`src/design/dam_pkg.sv`:
```
// Shared types, sizes and helper functions for the decimal add/multiply unit.
// Depends on nothing; every other file in the design imports this package.
package dam_pkg;

  localparam int DIGITS     = 16;
  localparam int DIGIT_W    = 4;
  localparam int OP_W       = 64;
  localparam int USED_W     = DIGITS * DIGIT_W;
  localparam int RES_DIGITS = 2 * DIGITS;
  localparam int RES_W      = RES_DIGITS * DIGIT_W;

  localparam logic FUNC_ADD = 1'b0;
  localparam logic FUNC_MUL = 1'b1;

  typedef struct packed {
    logic            func;
    logic [OP_W-1:0] operand_a;
    logic [OP_W-1:0] operand_b;
  } dam_req_t;

  typedef struct packed {
    logic [OP_W-1:0] result_low;
    logic [OP_W-1:0] result_high;
    logic            bad_digit;
  } dam_rsp_t;

  // Accumulator state handed from cell to cell. r holds one digit per position
  // and c holds the carry pending into each position (carry-save form).
  typedef struct packed {
    logic [RES_W-1:0]  a;
    logic [USED_W-1:0] b;
    logic [RES_W-1:0]  r;
    logic [RES_W-1:0]  c;
    logic              bad;
  } dam_stage_t;

  // Quotient of a value up to 99 by ten, through a multiply by 205/2048.
  function automatic logic [3:0] div10(input logic [6:0] t);
    logic [14:0] m;
    m = {8'd0, t} * 15'd205;
    return m[14:11];
  endfunction

  // True when every digit of the vector is a decimal digit.
  function automatic logic all_bcd(input logic [RES_W-1:0] v);
    logic ok;
    ok = 1'b1;
    for (int k = 0; k < RES_DIGITS; k++) begin
      if (v[k*DIGIT_W +: DIGIT_W] > 4'd9) begin
        ok = 1'b0;
      end
    end
    return ok;
  endfunction

endpackage

```
`src/design/dam_cell.sv`:
```
// One row cell of the multiplier chain: adds one partial-product row into the
// carry-save accumulator and moves the carries one digit up. Uses dam_pkg.
module dam_cell (
  input  logic                clk,
  input  logic                rst_n,
  input  logic                in_valid,
  input  dam_pkg::dam_stage_t in_stage,
  output logic                out_valid,
  output dam_pkg::dam_stage_t out_stage
);
  import dam_pkg::*;

  logic       out_valid_r;
  dam_stage_t out_stage_r;
  dam_stage_t stage_nxt;

  always_comb begin
    logic [3:0] b_dig;
    logic [7:0] prod;
    logic [6:0] t;
    logic [3:0] q;
    logic [6:0] rem;
    b_dig           = in_stage.b[DIGIT_W-1:0];
    stage_nxt       = in_stage;
    stage_nxt.a     = in_stage.a << DIGIT_W;
    stage_nxt.b     = in_stage.b >> DIGIT_W;
    stage_nxt.c     = '0;
    for (int k = 0; k < RES_DIGITS; k++) begin
      prod = {4'd0, in_stage.a[k*DIGIT_W +: DIGIT_W]} * {4'd0, b_dig};
      t    = {3'd0, in_stage.r[k*DIGIT_W +: DIGIT_W]} + prod[6:0]
             + {3'd0, in_stage.c[k*DIGIT_W +: DIGIT_W]};
      q    = div10(t);
      rem  = t - {3'd0, q} * 7'd10;
      stage_nxt.r[k*DIGIT_W +: DIGIT_W] = rem[3:0];
      if (k < RES_DIGITS - 1) begin
        stage_nxt.c[(k+1)*DIGIT_W +: DIGIT_W] = q;
      end
    end
  end

  always_ff @(posedge clk) begin
    if (!rst_n) begin
      out_valid_r <= 1'b0;
    end else begin
      out_valid_r <= in_valid;
    end
  end

  always_ff @(posedge clk) begin
    out_stage_r <= stage_nxt;
  end

  assign out_valid = out_valid_r;
  assign out_stage = out_stage_r;

`ifndef SYNTH
  // The lowest position never has a carry pending after a cell.
  a_low_carry_zero: assert property (@(posedge clk) disable iff (!rst_n)
    out_valid |-> out_stage.c[DIGIT_W-1:0] == '0)
    else $error("carry pending into the lowest digit");
  // Accumulator digits stay decimal after each row.
  a_digits_bcd: assert property (@(posedge clk) disable iff (!rst_n)
    out_valid |-> all_bcd(out_stage.r))
    else $error("accumulator digit out of range");
`endif

endmodule

```
`config.mk`:
```
export PLATFORM = sky130hd
export DESIGN_NAME = dam_cell
export DESIGN_NICKNAME = d
export VERILOG_FILES = /design/src/design/dam_pkg.sv /design/src/design/dam_cell.sv
export SDC_FILE = /design/constraint.sdc
export NUM_CORES = 2
export LEC_CHECK = 0
export ABC_AREA = 0
export ABC_CLOCK_PERIOD_IN_PS = 26200
export BUFFER_PORTS_ARGS = -buffer_cell sky130_fd_sc_hd__buf_2
export CAP_MARGIN = 20
export CORE_AREA = 2 2 353 355
export DETAILED_ROUTE_END_ITERATION = 16
export DIE_AREA = 0 0 355 357
export PLACE_DENSITY = 0.68
export SLEW_MARGIN = 20
export SYNTH_ARGS = -nofsm -noshare
export SYNTH_HDL_FRONTEND = slang
export SYNTH_SLANG_ARGS = --single-unit
```
`constraint.sdc`:
```
create_clock -name clk -period 26.2 [get_ports clk]
set_input_delay 2.62 -clock clk [delete_from_list [all_inputs] [get_ports clk]]
set_output_delay 2.62 -clock clk [all_outputs]
set_load 0.01 [all_outputs]
```
==> key figures <==
Route
  • # DRC: 0
  • Via Count: 41200
  • Drt via density: 4.81
  • Length of the first detailed-routing pass in iterations: 5
  • WL final: 133000 um
  • Detailed-route wire length per cell: 15.5 um
  • Number of DRC markers in iteration 0: 1385
  • ANT nets after route: 0

Clock tree
  • # hold bufs at CTS: 0
  • Clock buffer depth: 3
  • CTS resizes: 0
  • CTS buffer count: 52
  • TritonCTS clock tree: built
  • Clock sinks: 438
  • Postcts setup bufs: 0
  • Root buffer cell: clkbuf_16
  • CTS H-tree lvls: 2
  • CTS clk-pin slew, worst paths: 0.06 ns

GRT
  • First-pass GRT wire length: 220000 um
  • Antenna violations before repair: 15
  • Gr ovfl total: 0
  • Pin count of the biggest net entering global routing: 65
  • Total Routing Usage GR: 21.4%
  • Vias in the first global route: 43900

STA
  • Relative slew slack: 46.4%
  • Fmax achieved: 0.0950 GHz
  • Final hold vios: 0
  • Endpoints failing setup: 0
  • Post-route setup TNS: 0 ns
  • Final worst slack: 15.68 ns
  • Min Tclk post-route: 10.52 ns
  • WHS: 2.07 ns
  • RSZ-0062 raised after global routing: false
  • Final Max Tran Viols: 0
  • Worst slew pin tran: 0.804 ns
  • Tcrit/Tclk final: 40.2%

Placement
  • Gp weighted congestion: 0.908
  • DP Wirelength: 117000 um
  • Place WS: 15.06 ns
  • PortBufs: 889

Floorplan
  • FP Rows: 129
  • Die height: 357 um
  • Chip Width: 355 um
  • Total die area: 127000 um2
  • Core Box Area: 123000 um2
  • Initial Util: 47.1%
  • IO Pins: 902

Yosys
  • EDFF count, synth: 0
  • Mapped Area: 57900 um2
  • Mux contribution to synthesized area: 0.194%
  • Seq cells post-synth: 438
  • Post-synthesis async set-or-reset flop share: 0%
  • Synth Area in Simple Gates: 7.24%
  • Compound-Gate Fraction of Synth Area: 5.14%
  • Avg Cell Area, Syn: 9.67 um2
  • Post-synthesis xor/xnor area fraction: 6.85%
  • Synth unique cells: 62
  • Dominant synthesized flop cell: dfxtp_1
  • Largest family of logic cells by synthesized area: adder cells
  • Synth warn: 0
  • Seq/Total Area, Yosys: 15.1%
  • Synthesized-area fraction occupied by adder cells: 54.0%
  • Cells after synthesis: 5992

Worst setup path
  • Crit. End Element: flop
  • CP required: 26.71 ns
  • CP Class: in2reg
  • WP data arrival: 11.04 ns
  • Crit-path max FO: 52
  • Slowest stage cell, crit path: fa_1
  • CP Launch Type: primary input
  • Crit-path max cell delay: 0.61 ns

Final layout
  • Layout cells sized above 1: 15.0%
  • Nets: 9454
  • Area added between synthesis and finish: 14.0%

Hold path
  • Hold path cells: 1
  • Worst hold path type: in2reg
  • HP Start: in_stage[280]
  • Hold Path End: out_stage[276]

Status
  • Status: finished clean

Flow run
  • Max cap viols: 0
final cells by class:
class / count / area, um2
fillers: 11100 / 57000
multi-input cells: 3814 / 42600
flip-flops and latches: 438 / 8770
inverters: 1681 / 6310
repair buffers: 898 / 4530
well taps: 1637 / 2050
clock buffers: 62 / 1400
clock inverters: 31 / 364
diodes: 5 / 12.5
state kept, by name (all words and copies together), names as in the netlist:
signal	count
out_valid	1
out_stage	437
layer usage:
metal  routed length [um]  vias up  track usage [%]
met5                   92        -                0
met4                 3580       14             5.58
met3                 6280      179             3.26
met2                68000      798             39.6
met1                55200    19800             25.6
li1                     -    20400                -
metrics by stage:
step	cell area, um2	utilization, %	instances
5_1_grt	66000	53.7	8563
2_1_floorplan	58000	-	6003
3_3_place_gp	64200	52.2	8468
3_5_place_dp	64200	52.2	8468
4_1_cts	66000	53.7	8561
6_report	66000	53.7	8566
worst max-delay path by stage:
stage,start,end,slack [ns]
final,in_stage[257],out_stage[236],15.68
after global routing,in_stage[257],out_stage[236],15.04
after CTS,in_stage[257],out_stage[236],15.70
after detailed placement,in_stage[257],out_stage[236],15.06
after global placement,in_stage[258],out_stage[216],15.21
after floorplan,in_stage[260],out_stage[236],15.56
cell usage after synthesis (18+ instances only):
cell	instances	area (um2)
a21o_1	117	878
a21oi_1	176	881
a41oi_2	18	293
and2_1	294	1840
clkbuf_1	54	203
dfxtp_1	438	8770
fa_1	640	12800
ha_1	1477	18500
inv_1	1681	6310
nand2_1	273	1020
nand3_1	38	190
nor2_1	54	203
nor4_1	28	175
o21ai_0	40	200
o31ai_1	21	158
or3_1	31	194
xnor2_1	314	2750
xor2_1	132	1160
cells in the final DEF, fill, tap and decap left out, types with 4 or more instances in the layout:
cell type   synthesis  layout
conb_1              1      12
o31a_1              6       6
buf_4              12      13
clkinv_2            0       7
inv_6               0       6
nand2_1           273     273
clkbuf_1           54       5
a41oi_2            18      18
nand3_1            38      38
ha_1             1477    1477
nor3_1             12      12
clkinvlp_4          0       7
a21o_1            117     117
bufinv_16           0       6
and4b_1             8       8
clkinv_4            0       5
a31oi_1             4       4
a211oi_1            7       7
xnor2_1           314     314
o21ai_0            40      40
clkbuf_8            0       4
and2_1            294     294
buf_2               1     885
or4_1               6       6
o31ai_1            21      21
nor4_1             28      28
xor2_1            132     132
diode_2             0       5
mux2i_1             9       9
fa_1              640     640
or3_1              31      31
or2_2              12      12
or3_4              12      12
clkbuf_16           0      53
dfxtp_1           438     438
a21oi_1           176     176
nor2_1             54      54
inv_1            1681    1681
and3_1             10      10
o21a_1              5       5
cells by family (layout without fill, tap and decap cells):
family / after synthesis / after routing
flip-flops: 438 / 438
XOR/XNOR: 449 / 449
AO/OA/AOI/OAI: 432 / 432
adder cells (fa/ha/maj): 2117 / 2117
buffers and inverters: 1751 / 2672
AND/OR/NAND/NOR: 793 / 793
other: 1 / 17
multiplexers: 11 / 11
worst max-delay path: cells and delay by family:
family | cells | cell delay, ns
buffers and inverters | 8 | 1.18
AO/OA/AOI/OAI | 5 | 0.74
adder cells (fa/ha/maj) | 11 | 4.34
XOR/XNOR | 4 | 0.95
multiplexers | 1 | 0.28
AND/OR/NAND/NOR | 4 | 0.90
Power is left out: the tool's default activity adds up to more than one toggle a clock period on the data nets, which glitch-free logic cannot reach.
