--- src/design/dam_pkg.sv ---
// Shared types, sizes and helper functions for the decimal add/multiply unit.
// Depends on nothing; every other file in the design imports this package.
package dam_pkg;

  localparam int DIGITS     = 16;
  localparam int DIGIT_W    = 4;
  localparam int OP_W       = 64;
  localparam int USED_W     = DIGITS * DIGIT_W;
  localparam int RES_DIGITS = 2 * DIGITS;
  localparam int RES_W      = RES_DIGITS * DIGIT_W;

  localparam logic FUNC_ADD = 1'b0;
  localparam logic FUNC_MUL = 1'b1;

  typedef struct packed {
    logic            func;
    logic [OP_W-1:0] operand_a;
    logic [OP_W-1:0] operand_b;
  } dam_req_t;

  typedef struct packed {
    logic [OP_W-1:0] result_low;
    logic [OP_W-1:0] result_high;
    logic            bad_digit;
  } dam_rsp_t;

  // Accumulator state handed from cell to cell. r holds one digit per position
  // and c holds the carry pending into each position (carry-save form).
  typedef struct packed {
    logic [RES_W-1:0]  a;
    logic [USED_W-1:0] b;
    logic [RES_W-1:0]  r;
    logic [RES_W-1:0]  c;
    logic              bad;
  } dam_stage_t;

  // Quotient of a value up to 99 by ten, through a multiply by 205/2048.
  function automatic logic [3:0] div10(input logic [6:0] t);
    logic [14:0] m;
    m = {8'd0, t} * 15'd205;
    return m[14:11];
  endfunction

  // True when every digit of the vector is a decimal digit.
  function automatic logic all_bcd(input logic [RES_W-1:0] v);
    logic ok;
    ok = 1'b1;
    for (int k = 0; k < RES_DIGITS; k++) begin
      if (v[k*DIGIT_W +: DIGIT_W] > 4'd9) begin
        ok = 1'b0;
      end
    end
    return ok;
  endfunction

endpackage

--- src/design/dam_resolve.sv ---
// Final stage: folds the pending carries into the accumulator with a decimal
// carry-lookahead add and registers the result. Uses dam_pkg.
module dam_resolve (
  input  logic                clk,
  input  logic                rst_n,
  input  logic                in_valid,
  input  dam_pkg::dam_stage_t in_stage,
  output logic                out_valid,
  output dam_pkg::dam_rsp_t   out_rsp
);
  import dam_pkg::*;

  logic              out_valid_r;
  dam_rsp_t          out_rsp_r;
  dam_rsp_t          rsp_nxt;
  logic [RES_DIGITS-1:0] gen;
  logic [RES_DIGITS-1:0] prop;
  logic [RES_DIGITS-1:0] sum_gp;
  logic [RES_DIGITS-1:0] cin;
  logic [RES_W-1:0]      digits;
  logic [2*OP_W-1:0]     full;

  // Per digit, u = r + c is at most 18. A digit generates a carry at ten or
  // more and propagates one at exactly nine. The carry into every digit falls
  // out of one binary add of the generate and propagate vectors.
  always_comb begin
    logic [4:0] u;
    logic [4:0] v;
    for (int k = 0; k < RES_DIGITS; k++) begin
      u = {1'b0, in_stage.r[k*DIGIT_W +: DIGIT_W]} + {1'b0, in_stage.c[k*DIGIT_W +: DIGIT_W]};
      gen[k]  = (u >= 5'd10);
      prop[k] = (u == 5'd9);
    end
    sum_gp = (gen | prop) + gen;
    cin    = sum_gp ^ (gen | prop) ^ gen;
    for (int k = 0; k < RES_DIGITS; k++) begin
      u = {1'b0, in_stage.r[k*DIGIT_W +: DIGIT_W]} + {1'b0, in_stage.c[k*DIGIT_W +: DIGIT_W]};
      v = u + {4'd0, cin[k]};
      if (v >= 5'd10) begin
        v = v - 5'd10;
      end
      digits[k*DIGIT_W +: DIGIT_W] = v[3:0];
    end
    full                = (2*OP_W)'(digits);
    rsp_nxt.result_low  = full[OP_W-1:0];
    rsp_nxt.result_high = full[2*OP_W-1:OP_W];
    rsp_nxt.bad_digit   = in_stage.bad;
  end

  always_ff @(posedge clk) begin
    if (!rst_n) begin
      out_valid_r <= 1'b0;
    end else begin
      out_valid_r <= in_valid;
    end
  end

  always_ff @(posedge clk) begin
    out_rsp_r <= rsp_nxt;
  end

  assign out_valid = out_valid_r;
  assign out_rsp   = out_rsp_r;

`ifndef SYNTH
  // A flagged request always comes out as zero.
  a_bad_is_zero: assert property (@(posedge clk) disable iff (!rst_n)
    out_valid && out_rsp.bad_digit |->
      out_rsp.result_low == '0 && out_rsp.result_high == '0)
    else $error("nonzero result on a bad digit");
`endif

endmodule

--- config.mk ---
export PLATFORM = sky130hd
export DESIGN_NAME = dam_resolve
export DESIGN_NICKNAME = d
export VERILOG_FILES = /design/src/design/dam_pkg.sv /design/src/design/dam_resolve.sv
export SDC_FILE = /design/constraint.sdc
export NUM_CORES = 1
export LEC_CHECK = 0
export CORE_AREA = 4 4 223 225
export DETAILED_ROUTE_END_ITERATION = 16
export DIE_AREA = 0 0 227 229
export DONT_BUFFER_PORTS = 1
export PLACE_DENSITY_LB_ADDON = 0.1
export SLEW_MARGIN = 20
export SYNTH_ARGS = -nofsm -noshare
export SYNTH_HDL_FRONTEND = slang
export SYNTH_SLANG_ARGS = --single-unit
--- constraint.sdc ---
create_clock -name clk -period 5.38 [get_ports clk]
set_input_delay 0.269 -clock clk [delete_from_list [all_inputs] [get_ports clk]]
set_output_delay 0.269 -clock clk [all_outputs]
set_load 0.01 [all_outputs]
==> impl_metrics.csv, run 1 <==
group,metric,value,unit
grt,grt_pass1_vias,10447,
clock_tree,htree_levels,4,
sta,max_slew_margin,50.43,%
synth,synth.area.top_cells,"ha_1 22%, dfxtp_1 21%, xnor2_1 8.2%",
final_layout,fin_area,14250,µm²
clock_tree,clkTransAtPathRegs,0.06,ns
synth,synth_area,12450,µm²
power_and_ir_drop,ir_drop,0.2112,mV
final_layout,multi_input_area,9612,µm²
final_layout,drive_gt1_share,7.620,%
flow_run,cap_violations,0,
final_layout,layoutNonFillerInstCount,2114,
drt,vias,10400,
synth,synth_commonest_cells,"223 x ha_1, 135 x nand2_1, 130 x dfxtp_1, 116 x xnor2_1, 99 x nor2_1",
floorplanning,io_pins,582,
synth,yosysTopAreaCellShare,22.42,%
floorplanning,start_util,26.18,%
synth,syn_area_per_cell,8.853,µm²
sta,max_freq,201.6,MHz
drt,firstDrtPassIters,4,
worst_setup_path,startpoint_type,"input port",
sta,report.final.setup_viol,0,
sta,slew_violations,0,
status,status,"complete, no violations",
drt,drt-vias-per-instance,4.920,
power_and_ir_drop,powerDensity,384.8,nW/µm²
final_layout,syn2layout_area_growth,14.49,%
grt,grt_use_total,14.88,%
grt,grt_max_degree,17,
synth,syn_nets,2113,
worst_setup_path,end_kind,"flip-flop",
synth,yosysSeqAreaShare,20.91,%
placed_design,io_buffers,0,
clock_tree,clkSinkCount,130,
grt,grt_pass1_wl,58870,µm
floorplanning,die_x,227,µm
placed_design,hpwlAfterDp,34410,µm
floorplanning,dieArea,51980,µm²
power_and_ir_drop,p_leak,6.451,nW
clock_tree,numCtsBuffers,17,
worst_setup_path,cp_data_required_time,5.73,ns
synth,synth_ff_type,"dfxtp_1",
hold_path,hold_class,"input port to flip-flop",
clock_tree,post-cts-setup-buffers,0,
worst_setup_path,cp.arrival,5.31,ns
final_layout,seq_area,2603,µm²
synth,synth_top_area_cell,"ha_1",
sta,rsz0062_at_grt,"false",
grt,grt_use_met3,7.299,%
grt,top_usage_layer,"met2",
drt,drc,0,
sta,period_share,92.22,%
hold_path,holdCritStartpoint,"in_stage[253]",
grt,met2_usage,22.05,%
placed_design,place_inst,2075,
worst_setup_path,cp-startpoint,"in_stage[41]",
clock_tree,cts_tree,"yes",
synth,async_flop_share,0,%
synth,synth_edf_count,0,
sta,hold_viol,0,
sta,worst_pin_slew,0.7382,ns
worst_setup_path,path_class,"input port to flip-flop",
drt,postRouteAntennaNets,0,
floorplanning,core,47550,µm²
synth,postSynthCellCount,1406,
final_layout,fillCellCount,5065,
clock_tree,clockBufferDepth,2,
grt,use_met1,19.06,%
synth,post-synth-top-count-cell,"ha_1",
floorplanning,fp.dieH,229,µm
synth,synth_seq_cells,130,
hold_path,whs_path_depth,2,
synth,synth_cell_types,72,
floorplanning,rows,80,
drt,finalWirelength,39320,µm
final_layout,final_net_count,2190,
worst_setup_path,path_max_fanout,5,
placed_design,post_dp_cell_area,13630,µm²
clock_tree,clockRootBuffer,"clkbuf_16",
drt,first_iter_violations,384,
synth,synth_warnings,0,
sta,period_needed,4.961,ns
placed_design,gp_congestion,0.8148,
grt,grt_remaining_overflow,0,
drt,wl_per_cell,18.60,µm
final_layout,post-route-util,29.97,%
grt,antenna_found_initial,8,
## final cells by class
| type | instances | area share [%] |
|---|---|---|
| antenna | 3 | 0.05268 |
| clock buffer | 19 | 3.038 |
| clock inverter | 13 | 0.9571 |
| inverter | 61 | 1.607 |
| multi-input combinational | 1213 | 67.45 |
| sequential | 130 | 18.26 |
| tap | 615 | 5.400 |
| timing repair buffer | 60 | 3.231 |
## path summary, 6_finish.rpt
kind,to
min,out_rsp[61]$_DFF_P_
max,out_rsp[32]$_DFF_P_
## registers in the layout (all words and copies together), names as in the netlist
signal     cells
out_valid      1
out_rsp      129
## layer usage
layer,part of all wire [%],vias to the layer above,wire length [µm]
met5,0.14,-,56
met1,46,4764,18000
li1,-,5273,-
met4,1.7,10,681
met2,42,313,16480
met3,10,40,4092
## stage by stage
| step | power [mW] | setup TNS [ns] | hold slack, ns | setup WS, ns |
|---|---|---|---|---|
| floorplan | 3.544 | 0 | 0.2967 | 0.7591 |
| global placement | 4.341 | -0.3695 | 0.2970 | -0.1574 |
| detailed placement | 4.338 | -0.5832 | 0.2969 | -0.1551 |
| CTS | 5.591 | 0 | 0.05455 | 0.3384 |
| global route | 6.001 | 0 | 0.07364 | 0.03325 |
| finish | 5.483 | 0 | 0.1030 | 0.4186 |
## cells in the final DEF, fill, tap and decap left out, types with 5 or more instances in the layout
| master | instances |
|---|---|
| ha_1 | 223 |
| nand2_1 | 135 |
| dfxtp_1 | 130 |
| xnor2_1 | 116 |
| nor2_1 | 99 |
| a21oi_1 | 86 |
| a21o_1 | 74 |
| inv_1 | 61 |
| buf_4 | 56 |
| xor2_1 | 54 |
| nand3_1 | 54 |
| o21ai_0 | 40 |
| mux2i_1 | 37 |
| fa_1 | 32 |
| nand3b_1 | 30 |
| and3_1 | 25 |
| a211oi_1 | 19 |
| nor3_1 | 18 |
| clkbuf_16 | 17 |
| nor3b_1 | 16 |
| o21ba_2 | 11 |
| a31oi_1 | 11 |
| nand4_1 | 8 |
| o22ai_1 | 8 |
| o31ai_1 | 8 |
| nor4b_1 | 6 |
| o21ai_1 | 6 |
| o21bai_1 | 5 |
| and2_1 | 5 |
| a21boi_0 | 5 |
| o21a_1 | 5 |
## cell families after synthesis
family          share of synthesized area, %
xor+xnor                               11.96
buf+inv                                1.910
compound gates                         17.79
flops                                  20.91
mux                                    2.976
fa+ha+maj                              27.56
simple gates                           16.89
## power breakdown
group | internal, mW | switching (mW)
sequential | 1.42 | 0.529
combinational | 1.08 | 1.28
clock | 0.678 | 0.495
total | 3.18 | 2.31
## worst max-delay path: stages
cell	delay, ns
ha_1	0.20
fa_1	0.42
xor2_1	0.41
nor2_1	0.14
and2_1	0.21
a41oi_1	0.25
o221ai_1	0.30
a221oi_1	0.60
o31ai_4	0.24
a31oi_1	0.30
inv_1	0.10
ha_1	0.21
ha_1	0.23
xnor2_1	0.28
ha_1	0.25
nand2_1	0.06
a32oi_1	0.15
nor2_1	0.06
a221oi_1	0.27
buf_4	0.19
nor2_1	0.05
xnor2_1	0.11
## what timing repair did
action | CTS | global route
hold endpoints to repair | 3 | 0
endpoints found under the setup margin | 0 | 1
gates resized for setup | 0 | 1
hold buffers | 4 | 0
(Power assumes the default switching activity.)
==> inputs of run 2 (changes only) <==
--- a/config.mk
+++ b/config.mk
@@ -5,9 +5,9 @@
 export SDC_FILE = /design/constraint.sdc
 export NUM_CORES = 1
 export LEC_CHECK = 0
-export CORE_AREA = 4 4 223 225
+export CORE_MARGIN = 2
+export CORE_UTILIZATION = 25
 export DETAILED_ROUTE_END_ITERATION = 16
-export DIE_AREA = 0 0 227 229
 export DONT_BUFFER_PORTS = 1
 export PLACE_DENSITY_LB_ADDON = 0.1
 export SLEW_MARGIN = 20
==> impl_metrics.csv, run 2 (synthesis gave the netlist of run 1 again) <==
group,metric,value,unit
status,status,"complete, no violations",
clock_tree,numCtsBuffers,17,
final_layout,mostFrequentLayoutCells,"223 x ha_1, 135 x nand2_1, 130 x dfxtp_1, 116 x xnor2_1, 99 x nor2_1",
floorplanning,rows,81,
clock_tree,post-cts-setup-buffers,0,
worst_setup_path,path_max_fanout,5,
hold_path,whs_endpoint,"out_rsp[61]$_DFF_P_",
sta,max_freq,205.1,MHz
worst_setup_path,cp_data_required_time,5.74,ns
floorplanning,fp.dieH,227.1,µm
drt,firstDrtPassIters,5,
floorplanning,io_pins,582,
placed_design,io_buffers,0,
floorplanning,die_x,227.1,µm
worst_setup_path,path_class,"input port to flip-flop",
clock_tree,clockBufferDepth,2,
clock_tree,clkTransAtPathRegs,0.06,ns
sta,rsz0062_at_grt,"false",
sta,timing.final.ws_setup,0.5035,ns
drt,vias,10308,
final_layout,layoutNonFillerInstCount,2176,
clock_tree,clockRootBuffer,"clkbuf_16",
placed_design,gp_congestion,0.8060,
drt,wl_per_cell,17.99,µm
placed_design,hpwlAfterDp,34450,µm
sta,slew_violations,0,
sta,period_share,90.64,%
worst_setup_path,startpoint_type,"input port",
final_layout,post-route-util,29.52,%
worst_setup_path,cp.arrival,5.24,ns
floorplanning,start_util,25.37,%
grt,grt_use_total,15.07,%
final_layout,fin_area,14480,µm²
flow_run,cap_violations,0,
grt,grt_pass1_wl,57880,µm
sta,max_slew_margin,52.74,%
grt,grt_max_degree,17,
final_layout,final_common_cell,"ha_1",
power_and_ir_drop,p_leak,6.558,nW
drt,postRouteAntennaNets,0,
placed_design,post_dp_cell_area,13800,µm²
drt,finalWirelength,39160,µm
placed_design,place_ws,-0.1106,ns
clock_tree,cts_tree,"yes",
final_layout,final_net_count,2205,
sta,report.final.setup_viol,0,
final_layout,syn2layout_area_growth,16.33,%
floorplanning,core,49050,µm²
drt,drc,0,
floorplanning,dieArea,51590,µm²
drt,first_iter_violations,366,
grt,grt_pass1_vias,10330,
hold_path,hold_class,"input port to flip-flop",
grt,grt_remaining_overflow,0,
grt,antenna_found_initial,3,
sta,worst_pin_slew,0.7038,ns
placed_design,place_inst,2139,
worst_setup_path,end_kind,"flip-flop",
hold_path,holdCritStartpoint,"in_stage[253]",
sta,timing.hold.ws,0.08301,ns
final_layout,largest_register_ffs,129,
sta,hold_viol,0,
power_and_ir_drop,ir_drop,0.2215,mV
sta,period_needed,4.876,ns
drt,drt-vias-per-instance,4.737,
clock_tree,htree_levels,4,
hold_path,whs_path_depth,2,
clock_tree,clkSinkCount,130,
power_and_ir_drop,powerDensity,387.9,nW/µm²
final_layout,drive_gt1_share,8.537,%
run 2: what timing repair did:
| action | in CTS | in global routing |
|---|---|---|
| gates resized for setup | 0 | 0 |
| endpoints found under the hold margin | 3 | 0 |
| hold buffers | 4 | 0 |
run 2: how the worst max path moves through the flow:
stage                 from                   end  slack [ns]  cells after the start
2_1_floorplan  in_stage[5]   out_rsp[52]$_DFF_P_        0.76                     24
3_3_place_gp   in_stage[1]   out_rsp[52]$_DFF_P_       -0.14                     29
3_5_place_dp   in_stage[1]   out_rsp[52]$_DFF_P_       -0.11                     29
4_1_cts        in_stage[1]   out_rsp[52]$_DFF_P_        0.39                     29
5_1_grt        in_stage[1]  out_rsp[124]$_DFF_P_        0.05                     27
6_report       in_stage[9]   out_rsp[32]$_DFF_P_        0.50                     23
run 2: critical path, stage by stage:
cell	delay, ns
ha_1	0.22
fa_1	0.47
a211o_1	0.25
a211oi_1	0.34
a311oi_1	0.11
buf_4	0.17
a211oi_1	0.21
o21bai_1	0.23
a211oi_2	0.49
o31ai_4	0.18
a31oi_1	0.31
inv_1	0.10
ha_1	0.23
ha_1	0.23
xnor2_1	0.29
ha_1	0.25
nand2_1	0.07
a32oi_1	0.16
nor2_1	0.06
a221oi_1	0.24
buf_4	0.18
nor2_1	0.05
xnor2_1	0.12
run 2: layout make-up:
class / instances / area, µm²
Inverter: 61 / 229.0
Clock inverter: 12 / 178.9
Multi-Input combinational cell: 1213 / 9607
Clock buffer: 20 / 456.7
Tap cell: 664 / 830.8
Timing Repair Buffer: 75 / 573.1
Sequential cell: 130 / 2603
Antenna cell: 1 / 2.502
Fill cell: 5261 / 34570
run 2: metrics by stage:
step | setup TNS [ns] | total power [mW]
after floorplan | 0 | 3.544
after global placement | -0.3987 | 4.377
after detailed placement | -0.4694 | 4.380
after CTS | 0 | 5.764
after global routing | 0 | 6.151
final | 0 | 5.617
run 2: report_power, final:
group          internal [mW]  total (mW)  switching (mW)
clock network          0.800        1.29           0.495
registers               1.42        1.92           0.496
logic                   1.11        2.41            1.29
total                   3.33        5.62            2.28
run 2: metal layers:
metal	wire, µm	track usage (%)	vias to the layer above	share of wire [%]
met3	4335	8.196	23	11
met2	16250	22.21	286	41
met1	18160	19.13	4690	46
met4	387	3.521	4	0.99
met5	27	0	-	0.069
li1	-	-	5305	-
